<file path="config.mk">
export PLATFORM = sky130hd
export DESIGN_NAME = ivf_stream_deframer
export DESIGN_NICKNAME = d
export VERILOG_FILES = /design/src/rtl/ivfd_pkg.sv /design/src/rtl/ivf_stream_deframer.sv /design/src/rtl/ivfd_parser.sv /design/src/rtl/ivfd_out_buf.sv
export SDC_FILE = /design/constraint.sdc
export NUM_CORES = 1
export LEC_CHECK = 0
export BUFFER_PORTS_ARGS = -buffer_cell sky130_fd_sc_hd__clkbuf_2
export CORE_MARGIN = 2
export CORE_UTILIZATION = 55
export DETAILED_ROUTE_END_ITERATION = 8
export PLACE_DENSITY = 0.75
export SLEW_MARGIN = 15
export SYNTH_ARGS = -nofsm -noshare
export SYNTH_HDL_FRONTEND = slang
export SYNTH_SLANG_ARGS = --single-unit
</file>
<file path="constraint.sdc">
create_clock -name clk -period 10.7 [get_ports clk]
set_input_delay 2.14 -clock clk [delete_from_list [all_inputs] [get_ports clk]]
set_output_delay 2.14 -clock clk [all_outputs]
set_load 0.02 [all_outputs]
</file>
<file path="src/rtl/ivfd_pkg.sv">
`timescale 1ns / 1ps
// ----------------------------------------------------------------------------
// ivfd_pkg: shared types and constants for the IVF stream deframer
// Parse modes, byte classes, header layout constants and the result record.
// ----------------------------------------------------------------------------
package ivfd_pkg;

  // File header layout
  localparam logic [31:0] IVF_MAGIC      = 32'h46494b44;
  localparam logic [15:0] FILE_HDR_LEN   = 16'd32;
  localparam logic [5:0]  FILE_HDR_LAST  = 6'd31;
  localparam logic [5:0]  FRAME_HDR_LAST = 6'd11;
  localparam logic [5:0]  SIG_END        = 6'd4;
  localparam logic [5:0]  VL_END         = 6'd8;
  localparam logic [5:0]  COUNT_START    = 6'd24;
  localparam logic [5:0]  COUNT_END      = 6'd28;

  // Parser mode, encoded as the byte class it produces
  typedef enum logic [2:0] {
    MODE_FILE_HDR  = 3'd0,
    MODE_FRAME_HDR = 3'd1,
    MODE_PAYLOAD   = 3'd2,
    MODE_REJECTED  = 3'd3,
    MODE_PAST_END  = 3'd4
  } mode_t;

  // Byte classes on the output
  localparam logic [2:0] CLS_FILE_HDR  = 3'd0;
  localparam logic [2:0] CLS_FRAME_HDR = 3'd1;
  localparam logic [2:0] CLS_PAYLOAD   = 3'd2;
  localparam logic [2:0] CLS_REJECTED  = 3'd3;
  localparam logic [2:0] CLS_PAST_END  = 3'd4;

  // One result per input byte
  typedef struct packed {
    logic [2:0]  byte_class;
    logic [7:0]  payload_byte;
    logic        header_accepted;
    logic        frame_header_done;
    logic [31:0] frame_size;
    logic [63:0] frame_timestamp;
    logic [31:0] frame_index;
    logic        frame_last;
  } res_t;

endpackage

</file>
<file path="src/rtl/ivf_stream_deframer.sv">
`timescale 1ns / 1ps
// ----------------------------------------------------------------------------
// ivf_stream_deframer: IVF container byte-stream deframer
// Classifies each IVF file byte and reports frame headers and payload.
// ----------------------------------------------------------------------------
// Takes one IVF file byte per transfer and returns one result per byte, in
// order. Throughput is one byte per clock while out_ready stays high. The
// input register holds the byte, then the parse logic writes the result
// into a two-entry output buffer, which drives out_valid. The 32-byte file
// header is checked for the DKIF signature, version 0 and header length
// 32; on failure every later byte is classed rejected. Frame size,
// timestamp and index appear on the last frame header byte and on every
// payload byte. After the frame count from the file header is reached,
// bytes are classed past end.
module ivf_stream_deframer (
  input  logic        clk,
  input  logic        rst,
  input  logic        in_valid,
  output logic        in_ready,
  input  logic [7:0]  data_byte,
  output logic        out_valid,
  input  logic        out_ready,
  output logic [2:0]  byte_class,
  output logic [7:0]  payload_byte,
  output logic        header_accepted,
  output logic        frame_header_done,
  output logic [31:0] frame_size,
  output logic [63:0] frame_timestamp,
  output logic [31:0] frame_index,
  output logic        frame_last
);
  import ivfd_pkg::*;

  logic res_valid;
  logic res_ready;
  res_t res;
  res_t out_res;

  // Byte parser
  ivfd_parser u_parser (
    .clk       (clk),
    .rst       (rst),
    .in_valid  (in_valid),
    .in_ready  (in_ready),
    .data_byte (data_byte),
    .res_valid (res_valid),
    .res_ready (res_ready),
    .res       (res)
  );

  // Result buffer
  ivfd_out_buf u_out_buf (
    .clk      (clk),
    .rst      (rst),
    .wr_valid (res_valid),
    .wr_ready (res_ready),
    .wr_data  (res),
    .rd_valid (out_valid),
    .rd_ready (out_ready),
    .rd_data  (out_res)
  );

  assign byte_class        = out_res.byte_class;
  assign payload_byte      = out_res.payload_byte;
  assign header_accepted   = out_res.header_accepted;
  assign frame_header_done = out_res.frame_header_done;
  assign frame_size        = out_res.frame_size;
  assign frame_timestamp   = out_res.frame_timestamp;
  assign frame_index       = out_res.frame_index;
  assign frame_last        = out_res.frame_last;

endmodule

</file>
<file path="src/rtl/ivfd_parser.sv">
`timescale 1ns / 1ps
// ----------------------------------------------------------------------------
// ivfd_parser: input register and per-byte parse logic
// Registers each incoming byte, then classifies it against the parse state
// and updates the header fields, counters and mode.
// ----------------------------------------------------------------------------
module ivfd_parser (
  input  logic            clk,
  input  logic            rst,
  input  logic            in_valid,
  output logic            in_ready,
  input  logic [7:0]      data_byte,
  output logic            res_valid,
  input  logic            res_ready,
  output ivfd_pkg::res_t  res
);
  import ivfd_pkg::*;

  // Input stage
  logic       stage_valid;
  logic [7:0] stage_byte;
  logic       advance;

  // Parse state
  mode_t       parse_mode, parse_mode_next;
  logic [5:0]  field_byte_count, field_byte_count_next;
  logic [31:0] signature_shift, signature_shift_next;
  logic [31:0] version_and_length, version_and_length_next;
  logic [31:0] total_frames, total_frames_next;
  logic [31:0] size_shift, size_shift_next;
  logic [63:0] timestamp_shift, timestamp_shift_next;
  logic [31:0] payload_remaining, payload_remaining_next;
  logic [31:0] frames_done, frames_done_next;

  logic [31:0] frames_inc;
  logic        hdr_ok;

  assign advance   = stage_valid && res_ready;
  assign in_ready  = !stage_valid || res_ready;
  assign res_valid = stage_valid;

  // Input register
  always_ff @(posedge clk) begin
    if (rst) begin
      stage_valid <= 1'b0;
    end else if (in_ready) begin
      stage_valid <= in_valid;
    end
    if (in_valid && in_ready) begin
      stage_byte <= data_byte;
    end
  end

  // State register, updated once per transfer out of the input stage
  always_ff @(posedge clk) begin
    if (rst) begin
      parse_mode         <= MODE_FILE_HDR;
      field_byte_count   <= '0;
      signature_shift    <= '0;
      version_and_length <= '0;
      total_frames       <= '0;
      size_shift         <= '0;
      timestamp_shift    <= '0;
      payload_remaining  <= '0;
      frames_done        <= '0;
    end else if (advance) begin
      parse_mode         <= parse_mode_next;
      field_byte_count   <= field_byte_count_next;
      signature_shift    <= signature_shift_next;
      version_and_length <= version_and_length_next;
      total_frames       <= total_frames_next;
      size_shift         <= size_shift_next;
      timestamp_shift    <= timestamp_shift_next;
      payload_remaining  <= payload_remaining_next;
      frames_done        <= frames_done_next;
    end
  end

  assign frames_inc = frames_done + 32'd1;

  // Classification and next state
  always_comb begin
    parse_mode_next         = parse_mode;
    field_byte_count_next   = field_byte_count;
    signature_shift_next    = signature_shift;
    version_and_length_next = version_and_length;
    total_frames_next       = total_frames;
    size_shift_next         = size_shift;
    timestamp_shift_next    = timestamp_shift;
    payload_remaining_next  = payload_remaining;
    frames_done_next        = frames_done;
    hdr_ok                  = 1'b0;
    res                     = '0;

    unique case (parse_mode)
      MODE_FILE_HDR: begin
        res.byte_class = CLS_FILE_HDR;
        if (field_byte_count < SIG_END) begin
          signature_shift_next = {stage_byte, signature_shift[31:8]};
        end else if (field_byte_count < VL_END) begin
          version_and_length_next = {stage_byte, version_and_length[31:8]};
        end else if (field_byte_count >= COUNT_START && field_byte_count < COUNT_END) begin
          total_frames_next = {stage_byte, total_frames[31:8]};
        end
        if (field_byte_count >= FILE_HDR_LAST) begin
          hdr_ok = (signature_shift_next == IVF_MAGIC) &&
                   (version_and_length_next[15:0] == 16'd0) &&
                   (version_and_length_next[31:16] == FILE_HDR_LEN);
          res.header_accepted   = hdr_ok;
          field_byte_count_next = '0;
          if (!hdr_ok) begin
            parse_mode_next = MODE_REJECTED;
          end else if (frames_done >= total_frames_next) begin
            parse_mode_next = MODE_PAST_END;
          end else begin
            parse_mode_next = MODE_FRAME_HDR;
          end
        end else begin
          field_byte_count_next = field_byte_count + 6'd1;
        end
      end

      MODE_FRAME_HDR: begin
        res.byte_class = CLS_FRAME_HDR;
        if (field_byte_count < SIG_END) begin
          size_shift_next = {stage_byte, size_shift[31:8]};
        end else begin
          timestamp_shift_next = {stage_byte, timestamp_shift[63:8]};
        end
        if (field_byte_count >= FRAME_HDR_LAST) begin
          res.frame_header_done  = 1'b1;
          res.frame_size         = size_shift_next;
          res.frame_timestamp    = timestamp_shift_next;
          res.frame_index        = frames_done;
          field_byte_count_next  = '0;
          payload_remaining_next = size_shift_next;
          if (size_shift_next == 32'd0) begin
            // empty frame: header only
            frames_done_next = frames_inc;
            parse_mode_next  = (frames_inc >= total_frames) ? MODE_PAST_END
                                                            : MODE_FRAME_HDR;
          end else begin
            parse_mode_next = MODE_PAYLOAD;
          end
        end else begin
          field_byte_count_next = field_byte_count + 6'd1;
        end
      end

      MODE_PAYLOAD: begin
        res.byte_class      = CLS_PAYLOAD;
        res.payload_byte    = stage_byte;
        res.frame_size      = size_shift;
        res.frame_timestamp = timestamp_shift;
        res.frame_index     = frames_done;
        if (payload_remaining <= 32'd1) begin
          res.frame_last         = 1'b1;
          payload_remaining_next = '0;
          frames_done_next       = frames_inc;
          parse_mode_next        = (frames_inc >= total_frames) ? MODE_PAST_END
                                                                : MODE_FRAME_HDR;
        end else begin
          payload_remaining_next = payload_remaining - 32'd1;
        end
      end

      MODE_REJECTED: begin
        res.byte_class = CLS_REJECTED;
      end

      default: begin
        res.byte_class  = CLS_PAST_END;
        parse_mode_next = MODE_PAST_END;
      end
    endcase
  end

endmodule

</file>
<file path="src/rtl/ivfd_out_buf.sv">
`timescale 1ns / 1ps
// ----------------------------------------------------------------------------
// ivfd_out_buf: two-entry result buffer
// Holds finished results so the parser keeps running while the consumer
// stalls, until both entries are full; accepts a result every cycle while not full.
// ----------------------------------------------------------------------------
module ivfd_out_buf (
  input  logic            clk,
  input  logic            rst,
  input  logic            wr_valid,
  output logic            wr_ready,
  input  ivfd_pkg::res_t  wr_data,
  output logic            rd_valid,
  input  logic            rd_ready,
  output ivfd_pkg::res_t  rd_data
);
  import ivfd_pkg::*;

  res_t       entry [2];
  logic       wr_ptr;
  logic       rd_ptr;
  logic [1:0] count;
  logic       do_wr;
  logic       do_rd;

  assign wr_ready = (count != 2'd2);
  assign rd_valid = (count != 2'd0);
  assign rd_data  = entry[rd_ptr];
  assign do_wr    = wr_valid && wr_ready;
  assign do_rd    = rd_valid && rd_ready;

  // Pointers and fill level
  always_ff @(posedge clk) begin
    if (rst) begin
      wr_ptr <= 1'b0;
      rd_ptr <= 1'b0;
      count  <= 2'd0;
    end else begin
      if (do_wr) wr_ptr <= ~wr_ptr;
      if (do_rd) rd_ptr <= ~rd_ptr;
      case ({do_wr, do_rd})
        2'b10:   count <= count + 2'd1;
        2'b01:   count <= count - 2'd1;
        default: count <= count;
      endcase
    end
  end

  // Storage
  always_ff @(posedge clk) begin
    if (do_wr) begin
      entry[wr_ptr] <= wr_data;
    end
  end

endmodule
</file>
## Word level (Yosys, flattened, before mapping)

Memories as Yosys holds them, arrays and structs flattened. A register that Yosys moved wholly into a read port is not among the register bits.
Cells that the tools add are included.

| word-level totals | value |
|---|---|
| bits in registers | 278 |
| bits in latches | 0 |
| memory bits (writable) | 284 |
| memory bits (read-only) | 0 |
| input bits | 12 |
| output and inout bits | 144 |
| memories | 1 |

Memory list:

| name | words | width | rd ports | clocked after Yosys merged registers in | wr ports | line | RTL |
|---|---|---|---|---|---|---|---|
| u_out_buf.entry | 2 | 142 | 1 | 1 | 1 | ivfd_out_buf.sv:19 | `res_t entry [2];` |

| operators by class | value |
|---|---|
| add/sub/neg operators | 5 |
| multipliers | 0 |
| divide/modulo/power cells | 0 |
| magnitude comparators | 9 |
| equal/unequal tests | 12 |
| shifts and indexed selects | 0 |
| muxes and demuxes | 44 |
| bitwise operators | 3 |
| reduce and logical (&&, ||, !) cells | 21 |

Operators with widths:

| kind | number |
|---|---|
| $mux W32 | 16 |
| $pmux W128 S2 | 1 |
| $mux W129 | 1 |
| $pmux W32 S2 | 2 |
| $ge A32 B32 Y1 | 2 |
| $mux W64 | 1 |
| $add A32 B1 Y32 const B | 1 |
| $eq A32 B31 Y1 const B | 1 |
| $le A32 B1 Y1 const B | 1 |
| $logic_not A32 Y1 | 1 |
| $sub A32 B1 Y32 const B | 1 |
| $pmux W3 S4 | 2 |
| $mux W3 | 7 |
| $eq A16 B6 Y1 const B | 1 |
| $logic_not A16 Y1 | 1 |
| $ge A6 B5 Y1 const B | 2 |
| $mux W6 | 2 |
| $pmux W6 S2 | 1 |
| $reduce_and A5 Y1 | 2 |
| $mux W1 | 9 |
| $mux W8 | 1 |
| $ne A2 B1 Y1 const B | 4 |
| $reduce_bool A2 Y1 | 4 |
| $add A6 B1 Y6 const B | 1 |
| other kinds (19) | 29 |

## Longest topological paths before layout

| logic depth | value |
|---|---|
| word-level depth | 11 |
| depth in mapped cells | 15 |

## Hierarchy

Synthesis repeated with hierarchy kept, for this count alone.

| second synthesis, totals | value |
|---|---|
| cells, all modules | 2404 |
| area, all modules | 25411.9 um^2 |

Modules (own cells, without submodules):

| module | times used | cells each | area each (um^2) | sequential area each (um^2) |
|---|---|---|---|---|
| ivfd_parser | 1 | 1938 | 14925.6 | 5565.3 |
| ivfd_out_buf | 1 | 466 | 10486.3 | 8628.3 |

## Worst setup path after synthesis

Ideal clock, no wire load.

| path | value |
|---|---|
| path type | register to register |
| start point | register u_out_buf.count[0] |
| end point | memory u_out_buf.entry[0][0] (netlist name), enable pin |
| data arrival time | 6825 ps |
| path slack | 3230 ps |
| stages on the path, launching flop included | 6 |
| path buffers | 1 |
| clock period less this slack | 7470 ps |
| cells stage by stage | dfxtp_1 -> nand2b_1 -> and2_1 -> clkbuf_1 -> inv_1 -> nor2_1 |

| between the ends | value |
|---|---|
| cells in the longest elaborated chain, start to end | 4 |

RTL lines:

| element | line | RTL |
|---|---|---|
| start: declaration | ivfd_out_buf.sv:22 | `logic [1:0] count;` |
| start signal: assignment | ivfd_out_buf.sv:42 | `2'b10: count <= count + 2'd1;` |
| start signal: assignment | ivfd_out_buf.sv:43 | `2'b01: count <= count - 2'd1;` |
| start signal: assignment | ivfd_out_buf.sv:44 | `default: count <= count;` |
| $ne A2 B2 Y1 | ivfd_out_buf.sv:26 | `assign wr_ready = (count != 2'd2);` |
| $logic_and A1 B1 Y1 | ivfd_out_buf.sv:29 | `assign do_wr = wr_valid && wr_ready;` |
| $mux W1 | ivfd_out_buf.sv:51 | `if (do_wr) begin` |
| $mux W1 (not written as such) | ivfd_out_buf.sv:52 | `entry[wr_ptr] <= wr_data;` |
| end: declaration | ivfd_out_buf.sv:19 |  |

Every way passes these cells.

==> results_dict.tcl <==
set metrics [dict create \
    initial_core_util_pct 55.7 \
    postRouteAntennaNets 0 \
    first_global_vias 17758 \
    fmaxAchievable_mhz 190 \
    routed-via-count 18731 \
    fill_cells 3536 \
    ys.flop_type "edfxtp_1" \
    synth_seq_area_share_pct 56.3 \
    gr-total-overflow 0 \
    start_kind "flop" \
    max_cap_violations 0 \
    diodes_inserted 0 \
    gpl.final_weighted_congestion 0.882 \
    cts_resized 0 \
    status "completed" \
    timing.final.crit_share_pct 49.1 \
    layout.area.seq_um2 14200 \
    postCtsHoldBufs 0 \
    clk_pin_slew_worst_paths_ns 0.06 \
    maximum_number_of_pins_on_one_net_before_global_route_repair 129 \
    syn_area_um2 25200 \
    ys_async_sr_fraction_pct 0 \
    drt_first_iter_violations 1711 \
    wl_per_cell_um 19.3 \
    rsz0062_at_grt "false" \
    powerDensity_nw_per_um2 184 \
    final-max-slew-violation-count 0 \
    clock_tree.buffer_depth 3 \
    first_pass_iters 6 \
    multi_input_comb_area_um2 10300 \
    count_of_pins_on_the_block_boundary 156 \
    final.min_clock_period_ns 5.25 \
    htree_levels 2 \
    ratio_of_cells_with_drive_above_1_in_the_final_layout_pct 17.0 \
    timing.final.hold_violations 0 \
    placement.io_buffers 155 \
    tritoncts "built" \
    finalSetupViolCount 0 \
    antenna_found_initial 1 \
    syn2layout_area_growth_pct 11.6 \
    finalWirelength_mm 60.8 \
    fin_setup_tns_ns 0 \
    grt_pass1_wl_mm 94.8 \
    cp_data_required_time_ns 8.56 \
    post_cts_buffers 0 \
    die-area_um2 47600 \
    crit_path_max_incr_delay_ns 0.97 \
    static-leakage-power_nw 10.1 \
    finalClockSkew_ns 0.0212 \
    timing.critical_path.cells "buf_4, mux2_2, clkbuf_2" \
    cts-root-buf "clkbuf_16" \
    synth_cells 2426 \
    tritoncts.num_buffers 55 \
    finish.net_count 2581 \
    clock_network_latency_to_the_later_pin_of_the_worst_skew_pair_ns 0.62 \
    detailedPlacementHpwl_mm 39.1 \
    worst_ir_drop_vdd_v 0.000123 \
    arrival_ns 3.11 \
    timing.setup.critical_path_class "reg -> out" \
    number_of_enable_type_register_cells_in_the_synthesized_netlist 292 \
    die_h_um 218 \
    critical_path.slowest_cell "dfxtp_4" \
    clock_sinks 563 \
    hold_ws_ns 0.454 \
    core_area_um2 45300 \
    synthesis.area_per_instance_um2 10.4 \
    crit_fanout 72 \
    drc 0 \
    number_of_placement_rows 78 \
    worst_pin_slew_ns 1.19 \
    worst_setup_path_end_kind "primary output" \
    max_slew_margin_pct 20.5 \
    yosys_warns 0 \
    die_width_um 218 \
    synth-seq-cells 563 \
    viasPerCell 5.95 \
    worst_hold_path_type "reg -> reg" \
    globalRouteTotalUtil_pct 24.9 \
    synth_fp_nets 2508 \
    synth.lib_cells_used.distinct 68 \
]
[critical path: cells and delay by family (launching register included)]
| kind | cells | cell delay, ns |
|---|---|---|
| flip-flops | 1 | 0.97 |
| multiplexers | 1 | 0.44 |
| buffers and inverters | 2 | 0.96 |
[synthesized netlist by cell type (4+ instances only)]
library cell  count  area share, %
mux2i_1          19           0.75
mux2_2          145            6.5
clkbuf_1        146            2.2
a2111oi_0         4           0.14
nor2b_1           7           0.17
or3_1            15           0.37
nor3_1           41           0.81
nor3b_1           7           0.21
o32ai_1          10           0.35
a21o_1            5           0.15
nand2b_1         11           0.27
dfxtp_1         271             22
a2bb2oi_1         5           0.17
o21ai_0          59            1.2
ha_1             70            3.5
nor2_1          167            2.5
and4_1            8           0.28
a22o_1           64            2.2
xor2_1           14           0.49
nor4_1           34           0.84
a22oi_1          10           0.30
nor4b_1           5           0.17
edfxtp_1        292             35
or4_1            10           0.30
nand4_1          18           0.45
buf_1            13           0.19
a21oi_1         266            5.3
a31oi_1           7           0.17
and3_1            5           0.12
nand3_1          27           0.54
or2_2             5           0.12
nand2_1         413            6.1
inv_1            45           0.67
and2_1           75            1.9
xnor2_1          50            1.7
a211oi_1         33           0.98
[registers in the layout (all words and copies together) (netlist names), 32 cells and up, named ones only]
signal,cells
u_parser.payload_remaining,32
u_parser.size_shift,32
u_parser.frames_done,32
u_parser.signature_shift,32
u_out_buf.entry,284
u_parser.total_frames,32
u_parser.timestamp_shift,64
u_parser.version_and_length,32
[worst paths after layout]
path	to	slack, ns	cells past startpoint	start
max	frame_timestamp[61]	5.45	3	flop
min	u_parser.signature_shift[6]$_SDFFE_PP0P_	0.45	2	u_parser.signature_shift[6]$_SDFFE_PP0P_
max reg2reg	u_parser.parse_mode[2]$_SDFFE_PP0P_	6.56	14	u_parser.frames_done[0]$_SDFFE_PP0P_
min reg2reg	u_parser.signature_shift[6]$_SDFFE_PP0P_	0.45	2	u_parser.signature_shift[6]$_SDFFE_PP0P_
[where the power goes]
part | switching [mW] | total, mW | internal, mW | leakage [nW]
sequential | 0.0886 | 2.46 | 2.37 | 4.98
clock | 0.817 | 1.89 | 1.07 | 0.860
combinational | 0.498 | 0.821 | 0.323 | 4.23
[per-stage QoR]
stage	utilization, %	instance area [um2]	setup slack [ns]	std cells	total power, mW
global route	62.2	28200	5.26	3146	5.35
CTS	62.2	28200	5.38	3146	5.21
finish	62.2	28200	5.45	3146	5.17
global placement	58.3	26400	6.13	3042	3.31
detailed placement	58.3	26400	6.04	3042	3.33
floorplan	-	25200	3.23	2426	3.09
[final cells by class]
type | count | share of cell area, %
Timing Repair Buffer | 180 | 3.45
Clock inverter | 29 | 0.906
Multi-Input combinational cell | 1654 | 36.6
Inverter | 45 | 0.600
Sequential cell | 563 | 50.4
Tap cell | 600 | 2.67
Clock buffer | 75 | 5.38
[logic make-up (layout without fill, tap and decap cells)]
logic type | Yosys count | in the layout | share of synthesized area (%)
XOR/XNOR | 64 | 64 | 2.22
buffers and inverters | 209 | 329 | 3.18
multiplexers | 164 | 164 | 7.23
AO/OA/AOI/OAI | 495 | 495 | 12.0
adder cells (fa/ha/maj) | 70 | 70 | 3.47
flip-flops | 563 | 563 | 56.3
AND/OR/NAND/NOR | 861 | 861 | 15.7
[per-layer routing]
layer	global-route usage, %	routed length [um]	vias to the layer above
met4	9.80	2190	0
met3	3.47	3770	139
met2	41.6	29300	686
li1	-	-	8819
met5	0	0	-
met1	32.9	25500	9087
[cells in the final DEF (no fill, tap or decap), drive strengths merged, types with 8 or more instances in the layout]
cell / Yosys / layout
nand2: 413 / 413
edfxtp: 292 / 292
dfxtp: 271 / 271
a21oi: 267 / 267
clkbuf: 147 / 230
nor2: 167 / 167
mux2: 145 / 145
and2: 75 / 75
ha: 70 / 70
a22o: 64 / 64
o21ai: 60 / 60
xnor2: 50 / 50
inv: 45 / 47
nor3: 42 / 42
nor4: 36 / 36
a211oi: 33 / 33
nand3: 27 / 27
buf: 17 / 25
clkinv: 0 / 20
mux2i: 19 / 19
nand4: 18 / 18
or3: 15 / 15
xor2: 14 / 14
nand2b: 11 / 11
or4: 11 / 11
o32ai: 10 / 10
a22oi: 10 / 10
and4: 8 / 8
a31oi: 8 / 8
Power figures use the tool's default switching activity.
